--- config.mk ---
export PLATFORM = sky130hd
export DESIGN_NAME = multichannel_servo_slew_ramp_unit
export DESIGN_NICKNAME = d
export VERILOG_FILES = /design/src/mssr_pkg.sv /design/src/mssr_ctrl.sv /design/src/mssr_dp.sv /design/src/multichannel_servo_slew_ramp_unit.sv
export SDC_FILE = /design/constraint.sdc
export NUM_CORES = 1
export LEC_CHECK = 0
export BUFFER_PORTS_ARGS = -buffer_cell sky130_fd_sc_hd__buf_2
export CAP_MARGIN = 20
export CORE_UTILIZATION = 50
export DETAILED_ROUTE_END_ITERATION = 10
export MAX_ROUTING_LAYER = met4
export PLACE_DENSITY = 0.69
export SLEW_MARGIN = 20
export SYNTH_ARGS = -nofsm -noshare
export SYNTH_HDL_FRONTEND = slang
export SYNTH_SLANG_ARGS = --single-unit
--- constraint.sdc ---
create_clock -name clk -period 10.35 [get_ports clk]
set_input_delay 2.5875 -clock clk [delete_from_list [all_inputs] [get_ports clk]]
set_output_delay 2.5875 -clock clk [all_outputs]
set_load 0.005 [all_outputs]
--- src/mssr_pkg.sv ---
`timescale 1ns / 1ps
// ----------------------------------------------------------------------------
// mssr_pkg: shared types and constants for the servo slew ramp unit
// Command codes, home values, stream widths and the controller command bundle.
// ----------------------------------------------------------------------------
package mssr_pkg;

	localparam logic CMD_SET  = 1'b0;
	localparam logic CMD_TICK = 1'b1;

	localparam int POS_W   = 8;
	localparam int CHAN_W  = 3;
	localparam int S_DATA_W = 24;
	localparam int M_DATA_W = 16;

	localparam logic [POS_W-1:0] HOME_POS  = 8'd90;
	localparam logic [POS_W-1:0] HOME_STEP = 8'd1;

	// Commands from the controller to the datapath.
	typedef struct packed {
		logic capture;   // latch the incoming transfer fields
		logic do_set;    // store target and step, load a status result
		logic do_step;   // step the indexed channel, load its result
		logic step_last; // the indexed channel is the final one of a tick
	} dp_cmd_t;

endpackage

--- src/mssr_ctrl.sv ---
`timescale 1ns / 1ps
// ----------------------------------------------------------------------------
// mssr_ctrl: command sequencer
// Accepts one command at a time, walks the channels on a tick and owns the
// output valid flag.
// ----------------------------------------------------------------------------
module mssr_ctrl #(
	parameter int CHANNELS = 6,
	parameter int IDX_W    = 3
) (
	input  logic               clk,
	input  logic               arst_n,
	input  logic               s_tvalid,
	input  logic               s_tuser,
	output logic               s_tready,
	output logic               m_tvalid,
	input  logic               m_tready,
	output mssr_pkg::dp_cmd_t  cmd,
	output logic [IDX_W-1:0]   idx
);

	typedef enum logic [1:0] {
		ST_IDLE,
		ST_SET,
		ST_TICK
	} state_t;

	state_t           state_q;
	logic [IDX_W-1:0] idx_q;
	logic             out_valid_q;
	logic             out_free;
	logic             is_last;

	assign out_free = !out_valid_q || m_tready;
	assign is_last  = (idx_q == IDX_W'(CHANNELS - 1));
	assign s_tready = (state_q == ST_IDLE);
	assign m_tvalid = out_valid_q;
	assign idx      = idx_q;

	always_comb begin
		cmd.capture   = s_tvalid && (state_q == ST_IDLE);
		cmd.do_set    = (state_q == ST_SET) && out_free;
		cmd.do_step   = (state_q == ST_TICK) && out_free;
		cmd.step_last = is_last;
	end

	always_ff @(posedge clk or negedge arst_n) begin
		if (!arst_n) begin
			state_q     <= ST_IDLE;
			idx_q       <= '0;
			out_valid_q <= 1'b0;
		end else begin
			if (cmd.do_set || cmd.do_step) begin
				out_valid_q <= 1'b1;
			end else if (m_tready) begin
				out_valid_q <= 1'b0;
			end
			case (state_q)
				ST_IDLE: begin
					idx_q <= '0;
					if (s_tvalid) begin
						state_q <= (s_tuser == mssr_pkg::CMD_TICK) ? ST_TICK : ST_SET;
					end
				end
				ST_SET: begin
					if (out_free) begin
						state_q <= ST_IDLE;
					end
				end
				ST_TICK: begin
					if (out_free) begin
						idx_q <= is_last ? '0 : idx_q + 1'b1;
						if (is_last) begin
							state_q <= ST_IDLE;
						end
					end
				end
				default: begin
					state_q <= ST_IDLE;
				end
			endcase
		end
	end

endmodule

--- src/mssr_dp.sv ---
`timescale 1ns / 1ps
// ----------------------------------------------------------------------------
// mssr_dp: channel state and step datapath
// Per-channel position, target and step registers, one shared step unit and
// the output result register.
// ----------------------------------------------------------------------------
module mssr_dp #(
	parameter int CHANNELS = 6,
	parameter int IDX_W    = 3
) (
	input  logic                          clk,
	input  logic                          arst_n,
	input  mssr_pkg::dp_cmd_t             cmd,
	input  logic [IDX_W-1:0]              idx,
	input  logic [mssr_pkg::S_DATA_W-1:0] s_tdata,
	output logic [mssr_pkg::M_DATA_W-1:0] m_tdata,
	output logic                          m_tlast
);

	logic [mssr_pkg::POS_W-1:0]  cur_q [CHANNELS];
	logic [mssr_pkg::POS_W-1:0]  tgt_q [CHANNELS];
	logic [mssr_pkg::POS_W-1:0]  stp_q [CHANNELS];

	logic [mssr_pkg::CHAN_W-1:0] chan_q;
	logic [mssr_pkg::POS_W-1:0]  target_q;
	logic [mssr_pkg::POS_W-1:0]  speed_q;
	logic                        moving_q;

	logic [mssr_pkg::M_DATA_W-1:0] data_q;
	logic                          last_q;

	logic                        chan_ok;
	logic [mssr_pkg::POS_W-1:0]  cur;
	logic [mssr_pkg::POS_W-1:0]  dst;
	logic [mssr_pkg::POS_W-1:0]  st;
	logic [mssr_pkg::POS_W:0]    sum;
	logic [mssr_pkg::POS_W-1:0]  diff;
	logic [mssr_pkg::POS_W-1:0]  nxt;
	logic                        moving;

	assign chan_ok = ({1'b0, chan_q} < (mssr_pkg::CHAN_W + 1)'(CHANNELS));

	assign cur  = cur_q[idx];
	assign dst  = tgt_q[idx];
	assign st   = stp_q[idx];
	assign sum  = {1'b0, cur} + {1'b0, st};
	assign diff = cur - st;

	// Step toward target; land on it when the step would reach or pass it.
	always_comb begin
		moving = 1'b1;
		if (cur < dst) begin
			nxt = (sum < {1'b0, dst}) ? sum[mssr_pkg::POS_W-1:0] : dst;
		end else if (cur > dst) begin
			nxt = ((st < cur) && (diff > dst)) ? diff : dst;
		end else begin
			nxt    = cur;
			moving = 1'b0;
		end
	end

	always_ff @(posedge clk or negedge arst_n) begin
		if (!arst_n) begin
			for (int i = 0; i < CHANNELS; i++) begin
				cur_q[i] <= mssr_pkg::HOME_POS;
				tgt_q[i] <= mssr_pkg::HOME_POS;
				stp_q[i] <= mssr_pkg::HOME_STEP;
			end
			moving_q <= 1'b0;
		end else begin
			if (cmd.capture) begin
				moving_q <= 1'b0;
			end
			if (cmd.do_set && chan_ok) begin
				tgt_q[chan_q[IDX_W-1:0]] <= target_q;
				stp_q[chan_q[IDX_W-1:0]] <= speed_q;
			end
			if (cmd.do_step) begin
				cur_q[idx] <= nxt;
				moving_q   <= moving_q | moving;
			end
		end
	end

	// Input field latch and result register: payload only.
	always_ff @(posedge clk) begin
		if (cmd.capture) begin
			chan_q   <= s_tdata[2:0];
			target_q <= s_tdata[10:3];
			speed_q  <= s_tdata[18:11];
		end
		if (cmd.do_set) begin
			data_q <= {2'b00, 1'b0, 1'b0, 8'd0, chan_q, !chan_ok};
			last_q <= 1'b1;
		end else if (cmd.do_step) begin
			data_q <= {2'b00, cmd.step_last & (moving_q | moving), moving, nxt,
				mssr_pkg::CHAN_W'(idx), 1'b0};
			last_q <= cmd.step_last;
		end
	end

	assign m_tdata = data_q;
	assign m_tlast = last_q;

endmodule

--- src/multichannel_servo_slew_ramp_unit.sv ---
`timescale 1ns / 1ps
// ----------------------------------------------------------------------------
// multichannel_servo_slew_ramp_unit: per-channel servo position ramp
// Set commands store a target and step for one channel; tick commands move
// every channel one step toward its target and report each channel.
// ----------------------------------------------------------------------------
//
//  channel  | dir | tdata (low bit up)                       | tuser   | tlast
//  ---------+-----+------------------------------------------+---------+------------
//  s_ (cmd) | in  | channel[2:0] target[10:3] speed[18:11]   | command | -
//  m_ (res) | out | status[0] out_channel[3:1] position[11:4]| -       | last result
//           |     | written[12] any_moving[13]               |         |
//
//  A set command first accepts the transfer, then stores the target and step
//  and loads the status result.
//  A tick accepts the transfer, then a single step unit reads and rewrites
//  one channel's state per cycle unless stalled, producing one result transfer per cycle.
//  A stall on m_tready holds the sequencer until the result register frees.
//  Reset puts every channel at position 90 with target 90 and step 1; the
//  block is ready as soon as reset is released.
//
module multichannel_servo_slew_ramp_unit #(
	parameter int CHANNELS = 6
) (
	input  logic        clk,
	input  logic        arst_n,
	input  logic        s_tvalid,
	output logic        s_tready,
	input  logic [23:0] s_tdata,  // channel[2:0], target[10:3], speed[18:11]
	input  logic        s_tuser,  // command
	output logic        m_tvalid,
	input  logic        m_tready,
	output logic [15:0] m_tdata,  // status, out_channel, position, written, any_moving
	output logic        m_tlast
);

	// Channel index width; a single channel still needs one bit.
	localparam int IDX_W = (CHANNELS > 1) ? $clog2(CHANNELS) : 1;

	mssr_pkg::dp_cmd_t cmd;
	logic [IDX_W-1:0]  idx;

	// Sequencer: one command at a time, one channel per cycle on a tick while the result is not stalled.
	mssr_ctrl #(
		.CHANNELS (CHANNELS),
		.IDX_W    (IDX_W)
	) u_ctrl (
		.clk      (clk),
		.arst_n   (arst_n),
		.s_tvalid (s_tvalid),
		.s_tuser  (s_tuser),
		.s_tready (s_tready),
		.m_tvalid (m_tvalid),
		.m_tready (m_tready),
		.cmd      (cmd),
		.idx      (idx)
	);

	// Channel state, step unit and result register.
	mssr_dp #(
		.CHANNELS (CHANNELS),
		.IDX_W    (IDX_W)
	) u_dp (
		.clk     (clk),
		.arst_n  (arst_n),
		.cmd     (cmd),
		.idx     (idx),
		.s_tdata (s_tdata),
		.m_tdata (m_tdata),
		.m_tlast (m_tlast)
	);

endmodule

[Word-level counts from Yosys, hierarchy flattened]
Index checks and enable logic that the tools add are counted.
Word-level totals
  register bits after elaboration: 185
  latch bits: 0
  memory bits (writable): 0
  memory bits (read-only): 0
  input bits: 29
  output and inout bits: 19
  logic and storage cells: 107
  memories kept: 0
Cells by class
  add/subtract/negate cells: 3
  multiply operators: 0
  divide/modulo/power cells: 0
  order comparisons: 10
  equal/unequal tests: 7
  shift operators: 0
  mux-type cells: 37
  bitwise operators: 4
  reductions and logical operators: 18
Operator list (number)
  bitwise mux 48 bit: 3
  2-to-1 mux 8 bit: 12
  binary-select mux 8 bit (select 3 bit): 3
  demux 8 bit (select 3 bit): 2
  > comparator 8 bit: 2
  < comparator 8 bit: 2
  2-to-1 mux 2 bit: 5
  adder 8 x 8 -> 9 bit: 1
  < comparator 9 x 8 -> 1 bit: 1
  greater-or-equal comparator 4 bit (second input constant): 2
  < comparator 4 x 1 -> 1 bit (second input constant): 2
  2-to-1 mux 4 bit: 2
  inverter 3 -> 4 bit: 2
  nonzero test 2 bit: 4
  subtractor 8 bit: 1
  logical AND 1 bit: 7
  2-to-1 mux 1 bit: 6
  2-to-1 mux 3 bit: 2
  inequality test 2 x 1 -> 1 bit (second input constant): 3
  case mux 2 bit (3 select lines): 1
  case mux 3 bit (2 select lines): 1
  AND reduction 4 bit: 1
  adder 3 x 1 -> 3 bit (second input constant): 1
  == test 3 bit (second input constant): 1
  other kinds (10): 12

[Longest topological paths before layout]
  depth in word-level cells: 11
  gate-level depth with buffers: 24

[Modules after synthesis]
From an unflattened synthesis, not the netlist that was laid out.
Unflattened totals
  cell total of the unflattened synthesis: 880
  area total of the unflattened synthesis: 9719.3 um2
Modules (own cells, without submodules)
  mssr_dp: times used 1, cells each 840, area an instance 9365.2 um2, sequential area each 4606.9 um2
  mssr_ctrl: times used 1, cells each 40, area an instance 354.1 um2, sequential area each 150.1 um2

[Least setup slack after synthesis]
Ideal clock, no wire load.
  path kind: reg2reg
  start: register u_ctrl.idx_q[0], in the netlist u_ctrl.idx[0]
  end: register u_dp.cur_q[15] (netlist bit)
  arrival time: 5808 ps
  slack: 4406 ps
  cell stages (with the launch flop): 23
  buffers on the path: 7
  cells stage by stage: dfrtp_1 buf_6 buf_2 buf_4 buf_2 buf_2 mux4_2 a21oi_1 ha_1 clkbuf_1 inv_1 a221oi_1 a2111oi_0 a211oi_1 ha_1 nand3_1 nor3_1 a2111oi_2 and3_1 clkbuf_2 mux2_4 a221oi_4 o21ai_0
Between the ends
  longest elaborated chain between the ends: 11
  elaborated cells between the ends (all ways): 28
  those cells by class: add/sub (2); order compare (7); mux (16); bitwise (1); reduce/logical (2)
Ends and longest elaborated chain
  from (decl): line mssr_ctrl.sv:29  | logic [IDX_W-1:0] idx_q;
  from (signal assigned): line mssr_ctrl.sv:72  | idx_q <= is_last ? '0 : idx_q + 1'b1;
  inverter 3 -> 4 bit (implied by the code) *
  binary-select mux 8 bit (select 3 bit) (on tied branches): line mssr_dp.sv:43, mssr_dp.sv:45
  2-to-1 mux 8 bit (on tied branches) (2 in a row): line mssr_dp.sv:43, mssr_dp.sv:45
  subtractor 8 bit: line mssr_dp.sv:47  | assign diff = cur - st;
  > comparator 8 bit: line mssr_dp.sv:55  | nxt = ((st < cur) && (diff > dst)) ? diff : dst;
  logical AND 1 bit: line mssr_dp.sv:55
  2-to-1 mux 8 bit: line mssr_dp.sv:55
  2-to-1 mux 8 bit: line mssr_dp.sv:54  | end else if (cur > dst) begin
  2-to-1 mux 8 bit: line mssr_dp.sv:52  | if (cur < dst) begin
  bitwise mux 48 bit *: line mssr_dp.sv:79  | cur_q[idx] <= nxt;
  to (signal, indexed assignment): line mssr_dp.sv:65  | cur_q[i] <= mssr_pkg::HOME_POS;
  to (signal, indexed assignment): line mssr_dp.sv:79
  to (decl): line mssr_dp.sv:20  | logic [mssr_pkg::POS_W-1:0] cur_q [CHANNELS];
Mark *: on every way between the ends. The rest lies on a longest branch, timed or not. The select of a mux whose other input is x is not followed.
A chain may end at the register's enable or synchronous reset.

[Worst setup path after layout]
  start: register u_ctrl.idx_q[0], in the netlist u_ctrl.idx[0]
  end: register u_dp.cur_q[14] (netlist bit)
Same word-level chain as after synthesis.

==> results by group <==
Critical path
  – Worst r2r src: u_ctrl.idx[0]
  – Crit path max-delay family: compound AO/OA/AOI/OAI gates
  – CP max FO: 31
  – Worst setup path startpoint: u_ctrl.idx[0]
  – CP Class: reg2reg
  – Crit path arrival time: 7060 ps
  – Crit end category: flop
  – Critical path buffer and inverter count: 2
  – Crit-path cells: buf_4 > mux4_2 > a21oi_1 > inv_1 > ha_1 > a221oi_1 > a2111oi_0 > a211oi_1 > ha_1 > nand3_1 > nor3_1 > a2111oi_2 > nand3_1 > mux2_2 > a221oi_1 > o21ai_0
  – Max stage delay on crit path: 870 ps
  – Startpoint types: flop
  – WP data required: 10670 ps
  – Slowest CP cell: a221oi_1

Detailed routing
  – Detailed Routing Iterations Pass 1: 8
  – Initial drt markers: 504
  – Vias: 6305
  – Avg WL per Cell: 18.7 um
  – DRC: 1
  – Routed Antenna Nets: 0
  – DRT Wirelength: 20200 um
  – Vias per cell: 5.84

STA
  – Tightest Pin Transition: 1060 ps
  – Final setup TNS: 0 ps
  – RSZ-0062 raised after global routing: false
  – Tmin final: 6740 ps
  – Achievable Freq: 0.148 GHz
  – Tcrit/Tclk final: 65.2%
  – Setup WS post-layout: 3610 ps
  – Fin. Hold Viols: 0
  – Slew Limit Fails: 0
  – Worst relative slew slack: 29.5%
  – Final setup violation count: 0
  – Clk_skew: 12.7 ps

Yosys
  – Yosys top cell by area: dfrtp_1
  – Seq/Total Area, Yosys: 49.9%
  – EDFF count, synth: 23
  – Top_reg_cell synth: dfrtp_1
  – Top post-synthesis cells by area: dfrtp_1 25%, dfstp_2 15%, mux2_2 13%
  – Seq cells post-synth: 185
  – Area share of the leading cell type in the synthesized netlist: 25.5%
  – Commonest cells post-synth: 111 x mux2_2, 97 x dfrtp_1, 60 x nand2_1
  – Synthesized instance count: 801
  – Cell with the most instances after synthesis: mux2_2
  – Synth warnings: 0
  – Syn_area_per_cell: 11.9 um2
  – Cell Area, Synth: 9540 um2
  – Cell variety after synth: 68
  – Asr flop ratio synth: 81.6%

Finish
  – Final #Nets: 902
  – Share of layout cells above drive strength 1: 34.2%
  – Antenna diode count: 0
  – Area delta synth->final: 10.8%

Floorplanning
  – Initial Util: 51.0%
  – Chip height: 140 um
  – Die X: 140 um
  – Core Box Area: 18700 um2
  – Row Count: 50
  – Die area: 19600 um2
  – IO Count: 48

Status
  – Failing checks: design-rule violations
  – Outcome: finished with violations

Global routing
  – Gr ovfl total: 0
  – Initial antenna violation count: 0
  – Pin count of the biggest net entering global routing: 79
  – Tot GR Track Use: 22.5%
  – First-pass GRT wire length: 33100 um
  – Number of global-route vias before repair: 6220

Clock tree
  – CTS H-Tree Depth: 4
  – CTS Buf Count: 17
  – CTS tree: yes
  – Root Driver: clkbuf_16
  – CTS Buffer Depth: 2
  – Setup bufs post-CTS: 0
  – Clk slew on worst S/H paths: 70 ps
  – CTS hold repair buffers: 0
  – Cts repair resizes: 0
  – Num Clock Sinks: 185
  – Worst-skew pair later-pin latency: 440 ps

Hold path
  – Hold Startpoint: u_dp.m_tdata[6]
  – Hold Path Class: reg2reg

Placed design
  – Hpwl dp: 13500 um
  – RD Place Congestion: 0.870
  – Pre-CTS setup slack: 3680 ps
  – PortBufs: 40

Job
  – Max_cap viols: 0
per-stage QoR:
stage,area [um2],instances,hold slack [ps],util [%]
after floorplan,9540,802,445,-
after global placement,9980,1046,433,53.3
after detailed placement,9990,1047,439,53.4
after CTS,10600,1079,456,56.5
after global routing,10600,1079,478,56.5
final,10600,1079,450,56.5
registers in the layout, indices dropped and copies added (netlist names), 3 cells and up:
register,cells
u_ctrl.idx,3
u_dp.chan_q,3
u_dp.cur_q,48
u_dp.m_tdata,14
u_dp.speed_q,8
u_dp.stp_q,48
u_dp.target_q,8
u_dp.tgt_q,48
final timing paths:
check	endpoint	slack [ps]	cells after the start
worst max-delay path	u_dp.cur_q[14]	3610	16
max in group asynchronous	u_dp.stp_q[47]	6770	2
min in group asynchronous	u_dp.cur_q[39]	2170	1
worst min-delay path	u_dp.m_tdata[6]	450	2
worst min register to register	u_dp.m_tdata[6]	450	2
worst max register to register	u_dp.cur_q[14]	3610	16
placed cells by master (no fill, tap or decap), drive strengths merged, types with 33 or more instances in the layout:
| cell type | count |
|---|---|
| buf | 54 |
| ha | 39 |
| mux2 | 113 |
| nor2 | 50 |
| a21oi | 49 |
| dfrtp | 97 |
| o21ai | 50 |
| inv | 33 |
| nand2 | 60 |
| dfstp | 54 |
routing by layer:
layer,track usage (%),share of wire (%),up-vias,routed length (um)
met3,3.76,2.7,16,555
met4,6.65,1.3,0,266
met2,36.8,49,119,9970
li1,-,-,2981,-
met1,29.0,47,3189,9420
met5,-,0,-,0
cell type report:
type / instances / area [um2]
fill: 1525 / 8140
clock buffer: 20 / 437
inverter: 26 / 97.6
multi-input combinational: 548 / 4520
sequential: 185 / 4760
clock inverter: 12 / 136
timing repair buffer: 54 / 315
tap: 234 / 293
worst reg2reg max path: stages, from the launching register on:
cell and delay, ps:
dfrtp_4 820, buf_4 510, mux4_2 580, a21oi_1 300
inv_1 80, ha_1 240, a221oi_1 540, a2111oi_0 220
a211oi_1 400, ha_1 320, nand3_1 120, nor3_1 80
a2111oi_2 740, nand3_1 240, mux2_2 320, a221oi_1 870
o21ai_0 230
cells by family after synthesis:
| logic type | after synthesis | share of synthesized area [%] |
|---|---|---|
| xor+xnor | 8 | 0.735 |
| mux | 165 | 21.9 |
| fa+ha+maj | 41 | 5.54 |
| buf+inv | 69 | 2.98 |
| simple gates | 183 | 9.04 |
| flops | 185 | 49.9 |
| compound gates | 149 | 9.88 |
| other cells | 1 | 0.0393 |
Power is not shown: default switching activity piles up to over one toggle a cycle in this logic, so the estimate is an artifact.
